**src/rtl/core/slx_pkg.sv**
```systemverilog
// Package of types, codes and character tables for the script line lexer.
`default_nettype none

package slx_pkg;

  // Lexer modes held by the front part.
  typedef enum logic [2:0] {
    MODE_IDLE = 3'd0,
    MODE_EQ   = 3'd1,
    MODE_DQ   = 3'd2,
    MODE_SQ   = 3'd3,
    MODE_WORD = 3'd4
  } mode_t;

  // Record kinds.
  localparam logic REC_VALUE = 1'b0;
  localparam logic REC_TOKEN = 1'b1;

  // Token kinds.
  localparam logic [3:0] TK_LPAREN  = 4'd0;
  localparam logic [3:0] TK_RPAREN  = 4'd1;
  localparam logic [3:0] TK_EQEQ    = 4'd2;
  localparam logic [3:0] TK_STRING  = 4'd3;
  localparam logic [3:0] TK_NUMBER  = 4'd4;
  localparam logic [3:0] TK_NAME    = 4'd5;
  localparam logic [3:0] TK_PRINT   = 4'd6;
  localparam logic [3:0] TK_IF      = 4'd7;
  localparam logic [3:0] TK_END     = 4'd8;
  localparam logic [3:0] TK_EOF     = 4'd9;
  localparam logic [3:0] TK_UNKNOWN = 4'd10;

  // Keyword candidates.
  localparam logic [1:0] KW_NONE  = 2'd0;
  localparam logic [1:0] KW_PRINT = 2'd1;
  localparam logic [1:0] KW_IF    = 2'd2;
  localparam logic [1:0] KW_END   = 2'd3;

  // Character codes.
  localparam logic [7:0] CH_NUL    = 8'h00;
  localparam logic [7:0] CH_TAB    = 8'h09;
  localparam logic [7:0] CH_LF     = 8'h0A;
  localparam logic [7:0] CH_CR     = 8'h0D;
  localparam logic [7:0] CH_SPACE  = 8'h20;
  localparam logic [7:0] CH_DQUOTE = 8'h22;
  localparam logic [7:0] CH_SQUOTE = 8'h27;
  localparam logic [7:0] CH_LPAREN = 8'h28;
  localparam logic [7:0] CH_RPAREN = 8'h29;
  localparam logic [7:0] CH_ZERO   = 8'h30;
  localparam logic [7:0] CH_NINE   = 8'h39;
  localparam logic [7:0] CH_EQ     = 8'h3D;
  localparam logic [7:0] CH_BSLASH = 8'h5C;
  localparam logic [7:0] CH_LC_D   = 8'h64;
  localparam logic [7:0] CH_LC_E   = 8'h65;
  localparam logic [7:0] CH_LC_F   = 8'h66;
  localparam logic [7:0] CH_LC_I   = 8'h69;
  localparam logic [7:0] CH_LC_N   = 8'h6E;
  localparam logic [7:0] CH_LC_P   = 8'h70;
  localparam logic [7:0] CH_LC_R   = 8'h72;
  localparam logic [7:0] CH_LC_T   = 8'h74;

  // One queued command: every result that one item causes, in emission order.
  typedef struct packed {
    logic       pre_unk;    // unknown token for a lone equals sign
    logic       esc_v;      // character released by a pending backslash
    logic       esc_nl;     // that character is a newline, else a backslash
    logic [1:0] flush_kw;   // keyword whose held prefix is released
    logic [2:0] flush_n;    // number of held characters to release
    logic       val_v;
    logic [3:0] val_kind;
    logic [7:0] val_char;
    logic       tok1_v;
    logic [3:0] tok1_kind;
    logic       tok2_v;
    logic [3:0] tok2_kind;
  } cmd_t;

  function automatic logic is_digit(input logic [7:0] c);
    return (c >= CH_ZERO) && (c <= CH_NINE);
  endfunction

  function automatic logic is_space(input logic [7:0] c);
    return (c == CH_SPACE) || (c == CH_TAB) || (c == CH_LF) || (c == CH_CR);
  endfunction

  function automatic logic ends_word(input logic [7:0] c);
    return (c == CH_NUL) || is_space(c) || (c == CH_LPAREN) || (c == CH_RPAREN) ||
           (c == CH_DQUOTE) || (c == CH_SQUOTE);
  endfunction

  function automatic logic [1:0] start_kw(input logic [7:0] c);
    logic [1:0] kw;
    case (c)
      CH_LC_P: kw = KW_PRINT;
      CH_LC_I: kw = KW_IF;
      CH_LC_E: kw = KW_END;
      default: kw = KW_NONE;
    endcase
    return kw;
  endfunction

  function automatic logic [2:0] kw_len(input logic [1:0] kw);
    logic [2:0] n;
    case (kw)
      KW_PRINT: n = 3'd5;
      KW_IF:    n = 3'd2;
      KW_END:   n = 3'd3;
      default:  n = 3'd0;
    endcase
    return n;
  endfunction

  function automatic logic [3:0] kw_kind(input logic [1:0] kw);
    logic [3:0] k;
    case (kw)
      KW_PRINT: k = TK_PRINT;
      KW_IF:    k = TK_IF;
      KW_END:   k = TK_END;
      default:  k = TK_NAME;
    endcase
    return k;
  endfunction

  // Character at a position of a keyword's spelling.
  function automatic logic [7:0] kw_char(input logic [1:0] kw, input logic [2:0] idx);
    logic [7:0] ch;
    ch = CH_NUL;
    case (kw)
      KW_PRINT: begin
        case (idx)
          3'd0:    ch = CH_LC_P;
          3'd1:    ch = CH_LC_R;
          3'd2:    ch = CH_LC_I;
          3'd3:    ch = CH_LC_N;
          3'd4:    ch = CH_LC_T;
          default: ch = CH_NUL;
        endcase
      end
      KW_IF: begin
        case (idx)
          3'd0:    ch = CH_LC_I;
          3'd1:    ch = CH_LC_F;
          default: ch = CH_NUL;
        endcase
      end
      KW_END: begin
        case (idx)
          3'd0:    ch = CH_LC_E;
          3'd1:    ch = CH_LC_N;
          3'd2:    ch = CH_LC_D;
          default: ch = CH_NUL;
        endcase
      end
      default: ch = CH_NUL;
    endcase
    return ch;
  endfunction

endpackage

`default_nettype wire

```
**src/rtl/core/slx_front.sv**
```systemverilog
// Front part of the script line lexer: lexer state and classification of each item.
`default_nettype none

module slx_front (
  input  wire logic          clk,
  input  wire logic          rst,
  input  wire logic          char_valid,
  input  wire logic [7:0]    char_code,
  output logic               char_stall,
  input  wire logic          room,
  output logic               push,
  output slx_pkg::cmd_t      cmd
);
  import slx_pkg::*;

  typedef struct packed {
    logic       tok_v;
    logic [3:0] tok_k;
    logic       val_v;
    logic [3:0] val_k;
    mode_t      mode;
    logic [1:0] kw;
    logic [2:0] held;
    logic       digits;
  } start_t;

  mode_t      mode, mode_next;
  logic       esc, esc_next;
  logic [1:0] kw, kw_next;
  logic [2:0] held, held_next;
  logic       digits, digits_next;
  logic       accept;
  start_t     st;

  // Effect of a character met between tokens.
  function automatic start_t start_eff(input logic [7:0] c);
    start_t s;
    s = '0;
    s.mode = MODE_IDLE;
    s.kw = KW_NONE;
    s.digits = 1'b1;
    if (c == CH_NUL) begin
      s.tok_v = 1'b1;
      s.tok_k = TK_EOF;
    end else if (!is_space(c)) begin
      case (c)
        CH_LPAREN: begin
          s.tok_v = 1'b1;
          s.tok_k = TK_LPAREN;
        end
        CH_RPAREN: begin
          s.tok_v = 1'b1;
          s.tok_k = TK_RPAREN;
        end
        CH_EQ:     s.mode = MODE_EQ;
        CH_DQUOTE: s.mode = MODE_DQ;
        CH_SQUOTE: s.mode = MODE_SQ;
        default: begin
          s.mode = MODE_WORD;
          s.digits = is_digit(c);
          s.kw = start_kw(c);
          s.held = (s.kw != KW_NONE) ? 3'd1 : 3'd0;
          s.val_v = (s.kw == KW_NONE);
          s.val_k = is_digit(c) ? TK_NUMBER : TK_NAME;
        end
      endcase
    end
    return s;
  endfunction

  assign accept     = char_valid && room;
  assign char_stall = !room;
  assign push = accept && (cmd.pre_unk || cmd.esc_v || (cmd.flush_n != 3'd0) ||
                           cmd.val_v || cmd.tok1_v || cmd.tok2_v);

  always_ff @(posedge clk) begin
    if (rst) begin
      mode   <= MODE_IDLE;
      esc    <= 1'b0;
      kw     <= KW_NONE;
      held   <= 3'd0;
      digits <= 1'b1;
    end else if (accept) begin
      mode   <= mode_next;
      esc    <= esc_next;
      kw     <= kw_next;
      held   <= held_next;
      digits <= digits_next;
    end
  end

  always_comb begin
    logic [7:0] quote;
    logic       dig;
    st          = start_eff(char_code);
    quote       = (mode == MODE_DQ) ? CH_DQUOTE : CH_SQUOTE;
    dig         = digits && is_digit(char_code);
    mode_next   = mode;
    esc_next    = 1'b0;
    kw_next     = kw;
    held_next   = held;
    digits_next = digits;
    cmd         = '0;
    cmd.val_char = char_code;
    case (mode)
      MODE_EQ: begin
        if (char_code == CH_EQ) begin
          cmd.tok1_v    = 1'b1;
          cmd.tok1_kind = TK_EQEQ;
          mode_next     = MODE_IDLE;
        end else begin
          cmd.pre_unk   = 1'b1;
          cmd.tok1_v    = st.tok_v;
          cmd.tok1_kind = st.tok_k;
          cmd.val_v     = st.val_v;
          cmd.val_kind  = st.val_k;
          mode_next     = st.mode;
          kw_next       = st.kw;
          held_next     = st.held;
          digits_next   = st.digits;
        end
      end
      MODE_DQ, MODE_SQ: begin
        cmd.esc_v  = esc;
        cmd.esc_nl = esc && (char_code == CH_LC_N);
        if (!(esc && (char_code == CH_LC_N))) begin
          if (char_code == CH_NUL) begin
            cmd.tok1_v    = 1'b1;
            cmd.tok1_kind = TK_STRING;
            cmd.tok2_v    = 1'b1;
            cmd.tok2_kind = TK_EOF;
            mode_next     = MODE_IDLE;
          end else if (char_code == quote) begin
            cmd.tok1_v    = 1'b1;
            cmd.tok1_kind = TK_STRING;
            mode_next     = MODE_IDLE;
          end else if (char_code == CH_BSLASH) begin
            esc_next = 1'b1;
          end else begin
            cmd.val_v    = 1'b1;
            cmd.val_kind = TK_STRING;
          end
        end
      end
      MODE_WORD: begin
        if (ends_word(char_code)) begin
          cmd.tok1_v = 1'b1;
          if (kw != KW_NONE) begin
            if (held == kw_len(kw)) begin
              cmd.tok1_kind = kw_kind(kw);
            end else begin
              cmd.flush_kw  = kw;
              cmd.flush_n   = held;
              cmd.tok1_kind = TK_NAME;
            end
          end else begin
            cmd.tok1_kind = digits ? TK_NUMBER : TK_NAME;
          end
          // The ending character may itself be a token or open a string.
          cmd.tok2_v    = st.tok_v;
          cmd.tok2_kind = st.tok_k;
          mode_next     = st.mode;
          kw_next       = KW_NONE;
          held_next     = 3'd0;
          digits_next   = 1'b1;
        end else begin
          digits_next = dig;
          if ((kw != KW_NONE) && (held < kw_len(kw)) && (kw_char(kw, held) == char_code)) begin
            held_next = held + 3'd1;
          end else begin
            if (kw != KW_NONE) begin
              cmd.flush_kw = kw;
              cmd.flush_n  = held;
              kw_next      = KW_NONE;
              held_next    = 3'd0;
            end
            cmd.val_v    = 1'b1;
            cmd.val_kind = dig ? TK_NUMBER : TK_NAME;
          end
        end
      end
      default: begin
        cmd.tok1_v    = st.tok_v;
        cmd.tok1_kind = st.tok_k;
        cmd.val_v     = st.val_v;
        cmd.val_kind  = st.val_k;
        mode_next     = st.mode;
        kw_next       = st.kw;
        held_next     = st.held;
        digits_next   = st.digits;
      end
    endcase
    // The line end returns every state entry to its reset value.
    if (char_code == CH_NUL) begin
      mode_next   = MODE_IDLE;
      esc_next    = 1'b0;
      kw_next     = KW_NONE;
      held_next   = 3'd0;
      digits_next = 1'b1;
    end
  end

endmodule

`default_nettype wire

```
**src/rtl/core/slx_queue.sv**
```systemverilog
// Command queue between the front and back parts of the script line lexer.
`default_nettype none

module slx_queue #(
  parameter int DEPTH = 4
) (
  input  wire logic          clk,
  input  wire logic          rst,
  input  wire logic          push,
  input  wire slx_pkg::cmd_t push_data,
  input  wire logic          pop,
  output slx_pkg::cmd_t      head,
  output logic               room,
  output logic               not_empty
);
  import slx_pkg::*;

  localparam int PW = (DEPTH > 1) ? $clog2(DEPTH) : 1;
  localparam int CW = $clog2(DEPTH + 1);

  cmd_t          entries [DEPTH];
  logic [PW-1:0] wr_ptr, rd_ptr;
  logic [CW-1:0] count;

  assign head      = entries[rd_ptr];
  assign room      = (count != CW'(DEPTH));
  assign not_empty = (count != '0);

  always_ff @(posedge clk) begin
    if (push) begin
      entries[wr_ptr] <= push_data;
    end
  end

  always_ff @(posedge clk) begin
    if (rst) begin
      wr_ptr <= '0;
      rd_ptr <= '0;
      count  <= '0;
    end else begin
      if (push) begin
        wr_ptr <= (wr_ptr == PW'(DEPTH - 1)) ? '0 : wr_ptr + 1'b1;
      end
      if (pop) begin
        rd_ptr <= (rd_ptr == PW'(DEPTH - 1)) ? '0 : rd_ptr + 1'b1;
      end
      if (push && !pop) begin
        count <= count + 1'b1;
      end else if (pop && !push) begin
        count <= count - 1'b1;
      end
    end
  end

endmodule

`default_nettype wire

```
**src/rtl/core/slx_back.sv**
```systemverilog
// Back part of the script line lexer: serialises each command into result items.
`default_nettype none

module slx_back (
  input  wire logic          clk,
  input  wire logic          rst,
  input  wire slx_pkg::cmd_t head,
  input  wire logic          not_empty,
  output logic               pop,
  output logic               result_valid,
  input  wire logic          result_stall,
  output logic               record_kind,
  output logic [3:0]         token_kind,
  output logic [7:0]         value_char,
  output logic               last_of_run
);
  import slx_pkg::*;

  cmd_t       cur, rem;
  logic       cur_valid;
  logic [2:0] pos, pos_next;
  logic       advance, last;
  logic       o_rk;
  logic [3:0] o_tk;
  logic [7:0] o_ch;

  // Pick the first outstanding result of the current command.
  always_comb begin
    rem      = cur;
    pos_next = pos;
    o_rk     = REC_TOKEN;
    o_tk     = TK_NAME;
    o_ch     = CH_NUL;
    if (cur.pre_unk) begin
      o_tk        = TK_UNKNOWN;
      rem.pre_unk = 1'b0;
    end else if (cur.esc_v) begin
      o_rk      = REC_VALUE;
      o_tk      = TK_STRING;
      o_ch      = cur.esc_nl ? CH_LF : CH_BSLASH;
      rem.esc_v = 1'b0;
    end else if (pos != cur.flush_n) begin
      o_rk     = REC_VALUE;
      o_tk     = TK_NAME;
      o_ch     = kw_char(cur.flush_kw, pos);
      pos_next = pos + 3'd1;
    end else if (cur.val_v) begin
      o_rk      = REC_VALUE;
      o_tk      = cur.val_kind;
      o_ch      = cur.val_char;
      rem.val_v = 1'b0;
    end else if (cur.tok1_v) begin
      o_tk       = cur.tok1_kind;
      rem.tok1_v = 1'b0;
    end else begin
      o_tk       = cur.tok2_kind;
      rem.tok2_v = 1'b0;
    end
    last = !(rem.pre_unk || rem.esc_v || (pos_next != cur.flush_n) ||
             rem.val_v || rem.tok1_v || rem.tok2_v);
  end

  assign advance = cur_valid && (!result_valid || !result_stall);
  assign pop     = not_empty && (!cur_valid || (advance && last));

  always_ff @(posedge clk) begin
    if (rst) begin
      cur_valid    <= 1'b0;
      result_valid <= 1'b0;
    end else begin
      if (pop) begin
        cur_valid <= 1'b1;
      end else if (advance && last) begin
        cur_valid <= 1'b0;
      end
      if (advance) begin
        result_valid <= 1'b1;
      end else if (!result_stall) begin
        result_valid <= 1'b0;
      end
    end
  end

  always_ff @(posedge clk) begin
    if (pop) begin
      cur <= head;
      pos <= 3'd0;
    end else if (advance) begin
      cur <= rem;
      pos <= pos_next;
    end
    if (advance) begin
      record_kind <= o_rk;
      token_kind  <= o_tk;
      value_char  <= o_ch;
      last_of_run <= last;
    end
  end

endmodule

`default_nettype wire

```
**src/rtl/core/script_line_lexer.sv**
```systemverilog
// Top level of the script line lexer: front part, command queue and back part.
//
//   Channel  Handshake                    Fields
//   char     char_valid / char_stall      char_code
//   result   result_valid / result_stall  record_kind, token_kind, value_char,
//                                         last_of_run
//
// Each cycle the front part takes one character item while the command queue has room.
// The back part sends one result item per cycle unless a result stall holds the output;
// a character causing n results (one to six) keeps it busy until all n are out; whitespace
// and held keyword letters cause none.
// Reset is synchronous and clears the lexer state, the queue and the output valid flag.
// A result stall holds the output register, then fills the queue, then raises char_stall.
`default_nettype none

module script_line_lexer #(
  parameter int QUEUE_DEPTH = 4
) (
  input  wire logic       clk,
  input  wire logic       rst,
  input  wire logic       char_valid,
  output logic            char_stall,
  input  wire logic [7:0] char_code,
  output logic            result_valid,
  input  wire logic       result_stall,
  output logic            record_kind,
  output logic [3:0]      token_kind,
  output logic [7:0]      value_char,
  output logic            last_of_run
);
  import slx_pkg::*;

  // Commands carry every result of one item, so the back part never needs to
  // look at the lexer state; the queue lets a burst of results drain while the
  // front part keeps taking characters.
  cmd_t front_cmd, head_cmd;
  logic push, pop, room, not_empty;

  slx_front u_front (
    .clk        (clk),
    .rst        (rst),
    .char_valid (char_valid),
    .char_code  (char_code),
    .char_stall (char_stall),
    .room       (room),
    .push       (push),
    .cmd        (front_cmd)
  );

  slx_queue #(
    .DEPTH (QUEUE_DEPTH)
  ) u_queue (
    .clk       (clk),
    .rst       (rst),
    .push      (push),
    .push_data (front_cmd),
    .pop       (pop),
    .head      (head_cmd),
    .room      (room),
    .not_empty (not_empty)
  );

  // The back part ends in a registered output stage, so the front part keeps
  // pushing into the queue while an earlier result still waits to be taken.
  slx_back u_back (
    .clk          (clk),
    .rst          (rst),
    .head         (head_cmd),
    .not_empty    (not_empty),
    .pop          (pop),
    .result_valid (result_valid),
    .result_stall (result_stall),
    .record_kind  (record_kind),
    .token_kind   (token_kind),
    .value_char   (value_char),
    .last_of_run  (last_of_run)
  );

endmodule

`default_nettype wire

```
**config.mk**
```make
export PLATFORM = sky130hd
export DESIGN_NAME = script_line_lexer
export DESIGN_NICKNAME = d
export VERILOG_FILES = /design/src/rtl/core/slx_pkg.sv /design/src/rtl/core/slx_front.sv /design/src/rtl/core/slx_queue.sv /design/src/rtl/core/slx_back.sv /design/src/rtl/core/script_line_lexer.sv
export SDC_FILE = /design/constraint.sdc
export NUM_CORES = 1
export LEC_CHECK = 0
export BUFFER_PORTS_ARGS = -buffer_cell sky130_fd_sc_hd__buf_4
export CAP_MARGIN = 20
export CORE_MARGIN = 4
export CORE_UTILIZATION = 25
export DETAILED_ROUTE_END_ITERATION = 10
export PLACE_DENSITY = 0.39
export SLEW_MARGIN = 20
export SYNTH_ARGS = -nofsm -noshare
export SYNTH_HDL_FRONTEND = slang
export SYNTH_SLANG_ARGS = --single-unit
```
**constraint.sdc**
```tcl
create_clock -name clk -period 6.35 [get_ports clk]
set_input_delay 0.3175 -clock clk [delete_from_list [all_inputs] [get_ports clk]]
set_output_delay 0.3175 -clock clk [all_outputs]
set_load 0.05 [all_outputs]
```
==> results of run 1 <==
## worst paths after layout
check | slack, ns | start | cells after the start | end
max | 2.05 | u_front.kw[0]$_SDFFE_PP0P_ | 16 | u_queue.count[2]$_SDFFE_PP0P_
min | 0.19 | char_code[6] | 1 | u_queue.entries[0][16]$_DFFE_PP_
max reg2reg | 2.05 | u_front.kw[0]$_SDFFE_PP0P_ | 16 | u_queue.count[2]$_SDFFE_PP0P_
min reg2reg | 0.50 | u_queue.rd_ptr[1]$_SDFFE_PP0P_ | 2 | flop
## worst max-delay path: cells and delay by family, from the launching register on
kind	cells	cell delay, ns
AO/OA/AOI/OAI	5	0.93
buffers and inverters	2	0.21
XOR/XNOR	1	0.08
flip-flops	1	0.43
AND/OR/NAND/NOR	4	1.40
adder cells (fa/ha/maj)	4	1.18
## flip-flops by register name (all words and copies together), names as in the netlist, named ones only
signal               cells
u_queue.entries        112
u_back.cur              28
u_back.value_char        8
u_back.token_kind        4
u_back.pos               3
u_front.held             3
u_front.mode             3
u_queue.count            3
u_front.kw               2
u_queue.rd_ptr           2
u_queue.wr_ptr           2
u_back.cur_valid         1
u_back.last_of_run       1
u_back.record_kind       1
u_back.result_valid      1
u_front.digits           1
u_front.esc              1
## final cells by class
class | instances | area, µm² | share of cell area
clock inverter | 15 | 129 | 0.0134
clock buffer | 17 | 425 | 0.0442
timing repair buffer | 30 | 225 | 0.0234
multi-input combinational | 386 | 3110 | 0.323
sequential | 178 | 5110 | 0.530
tap | 442 | 553 | 0.0574
inverter | 22 | 82.6 | 0.00857
## cells in the final DEF (no fill, tap or decap), types with 4 or more instances in the layout
| cell | synthesis | layout |
|---|---|---|
| sky130_fd_sc_hd__ha_1 | 23 | 23 |
| sky130_fd_sc_hd__dfxtp_1 | 24 | 22 |
| sky130_fd_sc_hd__nor3_1 | 16 | 16 |
| sky130_fd_sc_hd__mux2i_1 | 9 | 9 |
| sky130_fd_sc_hd__and3_1 | 4 | 4 |
| sky130_fd_sc_hd__xor2_1 | 5 | 5 |
| sky130_fd_sc_hd__a21o_1 | 4 | 4 |
| sky130_fd_sc_hd__inv_6 | 0 | 6 |
| sky130_fd_sc_hd__clkbuf_16 | 0 | 17 |
| sky130_fd_sc_hd__nand4_1 | 4 | 4 |
| sky130_fd_sc_hd__nand2_1 | 38 | 38 |
| sky130_fd_sc_hd__nor3b_1 | 6 | 6 |
| sky130_fd_sc_hd__mux4_2 | 28 | 28 |
| sky130_fd_sc_hd__nand2b_1 | 10 | 10 |
| sky130_fd_sc_hd__o21ai_0 | 18 | 18 |
| sky130_fd_sc_hd__nor2b_1 | 35 | 35 |
| sky130_fd_sc_hd__nor2_1 | 34 | 34 |
| sky130_fd_sc_hd__buf_4 | 0 | 30 |
| sky130_fd_sc_hd__nand3_1 | 10 | 10 |
| sky130_fd_sc_hd__a21oi_1 | 32 | 32 |
| sky130_fd_sc_hd__mux2_2 | 8 | 8 |
| sky130_fd_sc_hd__or3_1 | 6 | 6 |
| sky130_fd_sc_hd__nor4_1 | 7 | 7 |
| sky130_fd_sc_hd__inv_1 | 22 | 22 |
| sky130_fd_sc_hd__xnor2_1 | 4 | 4 |
| sky130_fd_sc_hd__edfxtp_1 | 154 | 154 |
| sky130_fd_sc_hd__and2_2 | 0 | 4 |
## Yosys cell counts, types with 4 or more instances
| cell type | count |
|---|---|
| sky130_fd_sc_hd__and2_1 | 7 |
| sky130_fd_sc_hd__nor3_1 | 16 |
| sky130_fd_sc_hd__nor2b_1 | 35 |
| sky130_fd_sc_hd__nand3_1 | 10 |
| sky130_fd_sc_hd__inv_1 | 22 |
| sky130_fd_sc_hd__ha_1 | 23 |
| sky130_fd_sc_hd__xnor2_1 | 4 |
| sky130_fd_sc_hd__nor4_1 | 7 |
| sky130_fd_sc_hd__a21o_1 | 4 |
| sky130_fd_sc_hd__clkbuf_1 | 12 |
| sky130_fd_sc_hd__nand2_1 | 38 |
| sky130_fd_sc_hd__xor2_1 | 5 |
| sky130_fd_sc_hd__nand4_1 | 4 |
| sky130_fd_sc_hd__a21oi_1 | 32 |
| sky130_fd_sc_hd__nand2b_1 | 10 |
| sky130_fd_sc_hd__dfxtp_1 | 24 |
| sky130_fd_sc_hd__buf_2 | 10 |
| sky130_fd_sc_hd__mux4_2 | 28 |
| sky130_fd_sc_hd__mux2_2 | 8 |
| sky130_fd_sc_hd__and3_1 | 4 |
| sky130_fd_sc_hd__edfxtp_1 | 154 |
| sky130_fd_sc_hd__or3_1 | 6 |
| sky130_fd_sc_hd__mux2i_1 | 9 |
| sky130_fd_sc_hd__nor3b_1 | 6 |
| sky130_fd_sc_hd__o21ai_0 | 18 |
| sky130_fd_sc_hd__nor2_1 | 34 |
## logic make-up after synthesis
kind of cell	count (synthesis)
compound gates	106
xor+xnor	11
fa+ha+maj	25
buf+inv	49
flops	178
mux	47
simple gates	197
## routing by layer
layer | up-vias | share of wire | GRT usage | routed length (µm)
met2 | 90 | 0.49 | 0.183 | 9610
li1 | 2392 | - | - | -
met4 | 0 | 0.016 | 0.0329 | 308
met3 | 17 | 0.027 | 0.0208 | 535
met5 | - | 0 | 0 | 0
met1 | 2541 | 0.47 | 0.144 | 9120
## power by group through the flow
| stage | registers (mW) | clock network [mW] | logic (mW) |
|---|---|---|---|
| 2_1_floorplan | 1.81 | 0 | 0.807 |
| 3_3_place_gp | 1.78 | 0 | 1.21 |
| 3_5_place_dp | 1.78 | 0 | 1.22 |
| 4_1_cts | 1.76 | 1.02 | 1.22 |
| 5_1_grt | 1.78 | 1.07 | 1.31 |
| 6_report | 1.75 | 0.995 | 1.19 |
## through the flow
step	setup WS [ns]	hold WS, ns
final	2.05	0.193
after global routing	1.68	0.176
after CTS	2.04	0.168
after detailed placement	2.06	0.488
after global placement	2.20	0.478
after floorplan	2.40	0.416
==> impl_results.md, run 1 <==
- Outcome: finished clean
- Post-synthesis compound-gate area fraction: 0.0891
- CTS tree: built
- Wire length of the first global-routing pass: 30400 µm
- Clock Tree Root: sky130_fd_sc_hd__clkbuf_16
- Most numerous cell on the critical path: sky130_fd_sc_hd__ha_1
- Net Sw Frac: 0.337
- Maximum VDD drop: 0.000175 V
- Final wirelength: 19600 µm
- Cts-stage hold buffer count: 0
- Total negative setup slack: 0 ns
- Critical-path cell list: inv_1, ha_1, or2_2, ha_1, nor2b_1, o21ai_0, o2111ai_1, or4_4, o31ai_4, a31oi_4, ha_1, inv_1, fa_1, xor2_1, or3_1, a21oi_1
- Largest net degree at the start of global routing: 34
- Share of cell area taken by muxes after synthesis: 0.0995
- Die Ht: 191 µm
- Combinational family with the most area after synthesis: simple AND/OR/NAND/NOR gates
- CP Class: reg -> reg
- Overall power: 3.93 mW
- Hold Vio Cnt, Final: 0
- Cell Area, Synth: 8410 µm²
- H-tree levels: 4
- Detailed Routing Iterations Pass 1: 5
- Crit path max fanout: 16
- Initial antenna violation count: 1
- Area overhead of the layout relative to synthesis: 14.5%
- Share of the core filled with cells in the final layout: 0.293
- Cell with the largest stage delay on the worst path: sky130_fd_sc_hd__or4_4
- Leak Pwr: 3.16 nW
- Part of the total power dissipated in the clock network: 0.253
- Share of post-route cells with drive strength above 1: 0.184
- Placed cell count: 1058
- Count of unique library cells instantiated by Yosys: 76
- Worst slew pin tran: 0.955 ns
- Parity-gate share of the synthesized area counting xor and xnor cells: 0.0132
- Number of global-route vias before repair: 5192
- IO Count: 28
- Combinational power share: 0.302
- Post-layout minimum cycle time: 4.30 ns
- Proportion of synthesized flip-flops having asynchronous set or reset: 0
- Number of rows in the core area: 66
- Register clock-pin slew on the reported worst setup and hold paths: 0.07 ns
- Clk sinks: 178
- Detailed-placement wirelength estimate: 13600 µm
- Synth Area in Adders: 0.0378
- Final period util: 0.678
- Gp weighted congestion: 0.801
- Cells taking the most area after synthesis: sky130_fd_sc_hd__edfxtp_1 (55%), sky130_fd_sc_hd__mux4_2 (7.5%), sky130_fd_sc_hd__dfxtp_1 (5.7%)
- Number of nets in the layout: 671
- Share of power burned in registers: 0.445
- Vias per cell: 4.62
- Average instance area after synthesis: 13.7 µm²
- Final Cell Area: 9630 µm²
- Number of flops mapped to enable cells by yosys: 154
- Placed instance area: 9080 µm²
- Diodes inserted: 0
- Top FF cell, synth: sky130_fd_sc_hd__edfxtp_1
- Routed via count: 5040
- Crit start category: flop
- DRC violations left: 0
- CTS resizes: 0
- Filler instances: 3359
- Total CTS buffers: 17
- Max-slew violations: 0
- Overall die width: 191 µm
- Highest Clock Rate: 232 MHz
- Critical Path Max Stage Delay: 0.58 ns
- Insertion delay to the later sink of the worst-skew pair: 0.42 ns
- Initial cell density of the core: 0.256
- Crit end category: flop
- Power per standard cell area: 408 nW/µm²
- Buffer count from post-CTS setup fixing: 0
- Arr. time, crit path: 4.66 ns
- Number of buffers inserted by port buffering: 27
- Type of the most critical hold path: in -> reg
- Sum of overflow across all layers after global routing: 0
- GR Util All Layers: 0.109
- Top cell type's share of synthesized area: 0.550
- Sw power: 1.33 mW
- Number of storage elements in the synthesis netlist: 178
- Leading area contributor after synthesis: sky130_fd_sc_hd__edfxtp_1
- Final number of setup-violating endpoints: 0
- Maximum clock insertion buffer count: 2
- Sequential fraction of the synthesis area: 0.607
- RSZ-0062 raised after global routing: no
- Net count of the mapped netlist: 649
- Routed length per instance: 17.9 µm
- Final worst clock skew: 0.00925 ns
- Internal power contribution: 2.60 mW
- Number of DRC markers after the initial detailed-route iteration: 239
- Simple logic cell fraction of the synthesized area: 0.128
- Max-cap check violation count: 0
- Worst rel slew slack: 0.357
- Floorplan core area: 32900 µm²
- Required @ worst endpoint: 6.70 ns
- Post-route antenna net violation count: 0
- Synthesized netlist cell count: 613
- Count of placed standard cells in the final layout, fillers left out: 1090
- Yosys warning count: 0
- Die area: 36600 µm²
No activity file was read; power rests on OpenSTA's default activity.
==> run 2: changes to the inputs <==
==> constraint.sdc (replaced) <==
create_clock -name clk -period 4.3 [get_ports clk]
set_input_delay 0.215 -clock clk [delete_from_list [all_inputs] [get_ports clk]]
set_output_delay 0.215 -clock clk [all_outputs]
set_load 0.05 [all_outputs]
==> impl_results.md, run 2 (synthesized netlist as in run 1, its figures left out) <==
- Outcome: finished clean
- Routed length per instance: 18.1 µm (+0.68%)
- Number of global-route vias before repair: 5258 (+1.3%)
- CTS tree: built
- CP Class: reg -> reg
- Area overhead of the layout relative to synthesis: 16.1%
- Final number of setup-violating endpoints: 0 (unchanged)
- Number of nets in the layout: 684 (+1.9%)
- IO Count: 28 (unchanged)
- Hold path start: char_code[7]
- Detailed Routing Iterations Pass 1: 7 (+2)
- Crit end category: flop
- Origin of the worst setup path: u_front.kw[1]$_SDFFE_PP0P_
- Final period util: 0.932 (+0.255)
- Post-layout minimum cycle time: 4.01 ns (-0.293 ns)
- Most numerous cell on the critical path: sky130_fd_sc_hd__ha_1
- Number of buffers inserted by port buffering: 27 (unchanged)
- Sum of overflow across all layers after global routing: 0 (unchanged)
- Cell depth of the worst min-delay path: 1 (unchanged)
- Vias per cell: 4.60 (-0.47%)
- Max FFs per register: 112 (unchanged)
- Maximum clock insertion buffer count: 2 (unchanged)
- Type of the most critical hold path: in -> reg
- Max-slew violations: 0 (unchanged)
- Total negative setup slack: 0 ns (unchanged)
- Critical-path cell list: inv_1, ha_1, or2_2, ha_1, nor2b_1, o21ai_0, o2111ai_1, or4_4, o31ai_4, a31oi_4, ha_1, inv_1, fa_1, xor2_1, or3_1, a21oi_1
- Register clock-pin slew on the reported worst setup and hold paths: 0.07 ns (about the same)
- Leak Pwr: 3.24 nW (+2.5%)
- Reg-to-reg critical path startpoint: u_front.kw[1]$_SDFFE_PP0P_
- Hold Vio Cnt, Final: 0 (unchanged)
- Clock Tree Root: sky130_fd_sc_hd__clkbuf_16
- Largest net degree at the start of global routing: 33 (-2.9%)
- Diodes inserted: 0 (unchanged)
- Arr. time, crit path: 4.36 ns (-0.30 ns)
- Filler instances: 3375 (+0.48%)
- Most common cell after layout, fill and taps aside: sky130_fd_sc_hd__edfxtp_1
- WHS Endpoint: u_queue.entries[0][17]$_DFFE_PP_
- Min Hold Slack: 0.0625 ns (-0.131 ns)
- Initial antenna violation count: 2 (+1)
- Initial cell density of the core: 0.256 (unchanged)
- Reg2Reg Setup Slack: 0.29 ns (-1.76 ns)
- Share of post-route cells with drive strength above 1: 0.203 (+0.0191)
- Power per standard cell area: 603 nW/µm² (+48%)
- Required @ worst endpoint: 4.65 ns (-2.05 ns)
- Detailed-placement wirelength estimate: 14000 µm (+2.3%)
- Worst rel slew slack: 0.347 (-0.0102)
- H-tree levels: 4 (unchanged)
- Die area: 36600 µm² (unchanged)
- Routed via count: 5076 (+0.71%)
- Register with the most flip-flops: u_queue.entries
- Overall power: 5.89 mW (+50%)
- Highest Clock Rate: 249 MHz (+7.3%)
- Die Ht: 191 µm (unchanged)
- Cell with the largest stage delay on the worst path: sky130_fd_sc_hd__or4_4
- DRC violations left: 0 (unchanged)
- Critical register-to-register path endpoint: u_queue.count[2]$_SDFFE_PP0P_
- CP bufs+invs: 2 (unchanged)
- GR Util All Layers: 0.111 (+0.00219)
- Overall die width: 191 µm (unchanged)
- Top flop regs: u_queue.entries x112, u_back.cur x28, u_back.value_char x8
- Critical Path Max Stage Delay: 0.58 ns (about the same)
- Post-route antenna net violation count: 0 (unchanged)
- Final wirelength: 19900 µm (+1.9%)
- Max-cap check violation count: 0 (unchanged)
- Clk sinks: 178 (unchanged)
- Worst slew pin tran: 0.970 ns (+0.0151 ns)
- RSZ-0062 raised after global routing: no
- Crit start category: flop
- Insertion delay to the later sink of the worst-skew pair: 0.43 ns (about the same)
- Final worst clock skew: 0.0107 ns (+0.00150 ns)
- Crit path max fanout: 4 (-12)
- Post-place setup slack: 0.209 ns (-1.85 ns)
- Number of DRC markers after the initial detailed-route iteration: 320 (+34%)
- Final critical-path setup slack: 0.290 ns (-1.76 ns)
- Maximum VDD drop: 0.000238 V (+36%)
- Number of cells on the worst reg-to-reg path: 16 (unchanged)
- Highest-count cells in the layout ignoring fill and taps: sky130_fd_sc_hd__edfxtp_1 (154), sky130_fd_sc_hd__buf_4 (43), sky130_fd_sc_hd__nand2_1 (38)
- Number of rows in the core area: 66 (unchanged)
- Wire length of the first global-routing pass: 31000 µm (+2.2%)
- Total CTS buffers: 17 (unchanged)
- Gp weighted congestion: 0.747 (-6.7%)
- Crit-path leading delay family: simple AND/OR/NAND/NOR gates
- Floorplan core area: 32900 µm² (unchanged)
==> run 2: changes by cell type in the layout (fill, tap and decap cells not counted), sizes merged <==
cell / before / now
inv: 28 / 33
buf: 30 / 43
bufinv: 1 / 0
clkinv: 7 / 4
clkinvlp: 1 / 0
==> run 2: per-layer routing <==
metal / up-vias / track usage / part of all wire
li1: 2422 / - / -
met5: - / 0 / 0
met1: 2573 / 0.151 / 0.47
met2: 71 / 0.187 / 0.49
met4: 0 / 0.0301 / 0.0084
met3: 10 / 0.0170 / 0.025
==> run 2: layout make-up <==
type | instances | area [µm²] | area share
clock inverters | 15 | 156 | 0.0160
inverters | 22 | 82.6 | 0.00845
well taps | 442 | 553 | 0.0566
multi-input cells | 386 | 3120 | 0.319
flip-flops and latches | 178 | 5110 | 0.523
clock buffers | 17 | 425 | 0.0436
repair buffers | 43 | 323 | 0.0330
==> run 2: worst max path at each step <==
stage	end	slack [ns]	cells past startpoint
after floorplan	u_queue.count[2]$_SDFFE_PP0P_	0.35	17
final	u_queue.count[2]$_SDFFE_PP0P_	0.29	16
after global placement	u_queue.count[2]$_SDFFE_PP0P_	0.27	17
after global routing	u_queue.count[2]$_SDFFE_PP0P_	0.008	16
after detailed placement	u_queue.count[2]$_SDFFE_PP0P_	0.21	17
after CTS	u_queue.count[2]$_SDFFE_PP0P_	0.19	17
==> run 2: timing repair <==
action,4_1_cts,5_1_grt
hold buffers,0,0
resized for setup,0,4
hold endpoints to repair,0,0
setup buffers,0,3
endpoints found under the setup margin,0,2
==> run 2: through the flow <==
step                      cells  area (µm²)   util
final                      1103        9770  0.297
after global routing       1103        9770  0.297
after CTS                  1100        9730  0.296
after detailed placement   1068        9150  0.278
after global placement     1068        9150  0.278
after floorplan             613        8410      -
==> run 2: report_power, final <==
group / switching (mW) / internal [mW]
sequential: 0.272 / 2.34
combinational: 1.04 / 0.721
clock: 0.731 / 0.783
==> run 3: changes to the inputs <==
--- a/config.mk
+++ b/config.mk
@@ -7,8 +7,10 @@
 export LEC_CHECK = 0
 export BUFFER_PORTS_ARGS = -buffer_cell sky130_fd_sc_hd__buf_4
 export CAP_MARGIN = 20
+export CORE_ASPECT_RATIO = 0.5
 export CORE_MARGIN = 4
 export CORE_UTILIZATION = 25
+export CTS_BUF_LIST = sky130_fd_sc_hd__clkbuf_8
 export DETAILED_ROUTE_END_ITERATION = 10
 export PLACE_DENSITY = 0.39
 export SLEW_MARGIN = 20
==> impl_results.md, run 3 (synthesized netlist as in run 1, its figures left out) <==
- Total CTS buffers: 17 (unchanged)
- Overall power: 5.58 mW (-5.3%)
- Final number of setup-violating endpoints: 0 (unchanged)
- Post-place setup slack: 0.181 ns (-0.0276 ns)
- Initial antenna violation count: 3 (+1)
- Insertion delay to the later sink of the worst-skew pair: 0.46 ns (+0.03 ns)
- Part of the total power dissipated in the clock network: 0.208 (-0.049)
- Power per standard cell area: 583 nW/µm² (-3.4%)
- Share of power burned in registers: 0.461 (+0.017)
- Final critical-path setup slack: 0.206 ns (-0.0842 ns)
- Total negative setup slack: 0 ns (unchanged)
- Number of rows in the core area: 47 (-29%)
- Detailed Routing Iterations Pass 1: 4 (-3)
- H-tree levels: 4 (unchanged)
- Top flop regs: u_queue.entries x112, u_back.cur x28, u_back.value_char x8
- Max-slew violations: 0 (unchanged)
- Critical-path cell list: inv_1, ha_1, or2_2, ha_1, nor2b_1, o21ai_1, o2111ai_1, or4_4, o31ai_4, a31oi_4, ha_1, inv_1, fa_1, xor2_1, or3_1, a21oi_1
- Reg2Reg Setup Slack: 0.21 ns (-0.08 ns)
- Leak Pwr: 3.14 nW (-3.1%)
- Required @ worst endpoint: 4.71 ns (+0.06 ns)
- Largest net degree at the start of global routing: 32 (-3.0%)
- DRC violations left: 0 (unchanged)
- Net Sw Frac: 0.358 (+0.0105)
- Initial cell density of the core: 0.254 (-0.00187)
- Internal power contribution: 3.59 mW (-6.8%)
- Final wirelength: 20300 µm (+1.8%)
- Final period util: 0.952 (+0.0196)
- Outcome: finished clean
- Clock Tree Root: sky130_fd_sc_hd__clkbuf_8
- Post-layout minimum cycle time: 4.09 ns (+0.0842 ns)
- CTS tree: built
- Number of DRC markers after the initial detailed-route iteration: 251 (-22%)
- Critical Path Max Stage Delay: 0.59 ns (about the same)
- RSZ-0062 raised after global routing: no
- Die area: 36800 µm² (+0.49%)
- Routed length per instance: 18.4 µm (+2.0%)
- Critical register-to-register path endpoint: u_queue.count[2]$_SDFFE_PP0P_
- Hold path start: char_code[7]
- CP Class: reg -> reg
- Clk sinks: 178 (unchanged)
- Register with the most flip-flops: u_queue.entries
- Highest-count cells in the layout ignoring fill and taps: sky130_fd_sc_hd__edfxtp_1 (154), sky130_fd_sc_hd__buf_4 (39), sky130_fd_sc_hd__nand2_1 (38)
- Area overhead of the layout relative to synthesis: 13.9%
- Cell with the largest stage delay on the worst path: sky130_fd_sc_hd__or4_4
- Maximum clock insertion buffer count: 2 (unchanged)
- Most common cell after layout, fill and taps aside: sky130_fd_sc_hd__edfxtp_1
- Routed via count: 5110 (+0.67%)
- Combinational power share: 0.331 (+0.032)
- Register clock-pin slew on the reported worst setup and hold paths: 0.10 ns (+0.03 ns)
- Number of cells on the worst reg-to-reg path: 16 (unchanged)
- Wire length of the first global-routing pass: 30900 µm (-0.47%)
- Final worst clock skew: 0.0174 ns (+0.00663 ns)
- Count of placed standard cells in the final layout, fillers left out: 1101 (-0.18%)
- Cell depth of the worst min-delay path: 1 (unchanged)
- Max-cap check violation count: 0 (unchanged)
- Reg-to-reg critical path startpoint: u_front.kw[0]$_SDFFE_PP0P_
- Type of the most critical hold path: in -> reg
- Final Cell Area: 9580 µm² (-1.9%)
- Die Ht: 138 µm (-28%)
- Max FFs per register: 112 (unchanged)
- Min Hold Slack: 0.0340 ns (-0.0284 ns)
- Highest Clock Rate: 244 MHz (-2.1%)
- Gp weighted congestion: 0.786 (+5.1%)
- Vias per cell: 4.64 (+0.85%)
- Post-route antenna net violation count: 0 (unchanged)
- Number of buffers inserted by port buffering: 27 (unchanged)
- Number of nets in the layout: 683 (-0.15%)
- Share of the core filled with cells in the final layout: 0.289 (-0.00776)
- Crit path max fanout: 7 (+3)
- Sum of overflow across all layers after global routing: 0 (unchanged)
- Crit start category: flop
- Share of post-route cells with drive strength above 1: 0.192 (-0.0103)
- Placed cell count: 1068 (unchanged)
- IO Count: 28 (unchanged)
- Number of global-route vias before repair: 4959 (-5.7%)
- Overall die width: 267 µm (+40%)
- Placed instance area: 9180 µm² (+0.33%)
- Detailed-placement wirelength estimate: 14200 µm (+1.7%)
- Hold Vio Cnt, Final: 0 (unchanged)
- Crit end category: flop
- Filler instances: 3335 (-1.2%)
- GR Util All Layers: 0.113 (+0.00161)
- Diodes inserted: 0 (unchanged)
- Buffer count from post-CTS setup fixing: 0 (unchanged)
- Worst slew pin tran: 0.918 ns (-0.0517 ns)
- Arr. time, crit path: 4.50 ns (+0.14 ns)
- Maximum VDD drop: 0.000213 V (-10%)
- WHS Endpoint: u_queue.entries[2][17]$_DFFE_PP_
- Worst rel slew slack: 0.382 (+0.0348)
- Most numerous cell on the critical path: sky130_fd_sc_hd__ha_1
- Floorplan core area: 33100 µm² (+0.73%)
- Sw power: 2.00 mW (-2.4%)
run 3: critical path, delay by kind of cell, from the launching register on:
kind | cells | cell delay [ns]
XOR/XNOR | 1 | 0.08
buffers and inverters | 2 | 0.21
AO/OA/AOI/OAI | 5 | 0.99
flip-flops | 1 | 0.44
adder cells (fa/ha/maj) | 4 | 0.98
AND/OR/NAND/NOR | 4 | 1.33
run 3: per-layer routing:
layer	global-route usage	share of wire	up-vias
li1	-	-	2409
met1	0.166	0.51	2589
met2	0.170	0.44	94
met3	0.0214	0.037	18
met4	0.0338	0.013	0
met5	0	0	-
run 3: power by group through the flow:
stage	clock, mW	sequential (mW)	combinational (mW)
2_1_floorplan	0	2.68	1.19
3_3_place_gp	0	2.62	1.87
3_5_place_dp	0	2.62	1.87
4_1_cts	1.21	2.58	1.88
5_1_grt	1.28	2.62	2.01
6_report	1.16	2.57	1.85
run 3: worst max path at each step:
stage	startpoint	endpoint	slack, ns	cells after the start
after floorplan	u_front.kw[0]$_SDFFE_PP0P_	u_queue.count[2]$_SDFFE_PP0P_	0.35	17
after global placement	u_front.kw[0]$_SDFFE_PP0P_	u_queue.count[2]$_SDFFE_PP0P_	0.24	17
after detailed placement	u_front.kw[0]$_SDFFE_PP0P_	u_queue.count[2]$_SDFFE_PP0P_	0.18	17
after CTS	u_front.kw[0]$_SDFFE_PP0P_	u_queue.count[2]$_SDFFE_PP0P_	0.18	17
after global routing	u_front.kw[0]$_SDFFE_PP0P_	u_queue.count[2]$_SDFFE_PP0P_	0.01	17
final	u_front.kw[0]$_SDFFE_PP0P_	u_queue.count[2]$_SDFFE_PP0P_	0.21	16
run 3: cell type report:
type / instances / area [µm²] / area share
Multi-Input combinational cell: 386 / 3110 / 0.324
Timing Repair Buffer: 42 / 343 / 0.0358
Clock inverter: 15 / 156 / 0.0163
Tap cell: 441 / 552 / 0.0576
Clock buffer: 17 / 234 / 0.0244
Sequential cell: 178 / 5110 / 0.533
Inverter: 22 / 82.6 / 0.00862
run 3: what timing repair did:
item                                    CTS  global route
endpoints found under the setup margin    0             1
resized for setup                         0             3
hold buffers                              1             0
hold endpoints to repair                  4             0
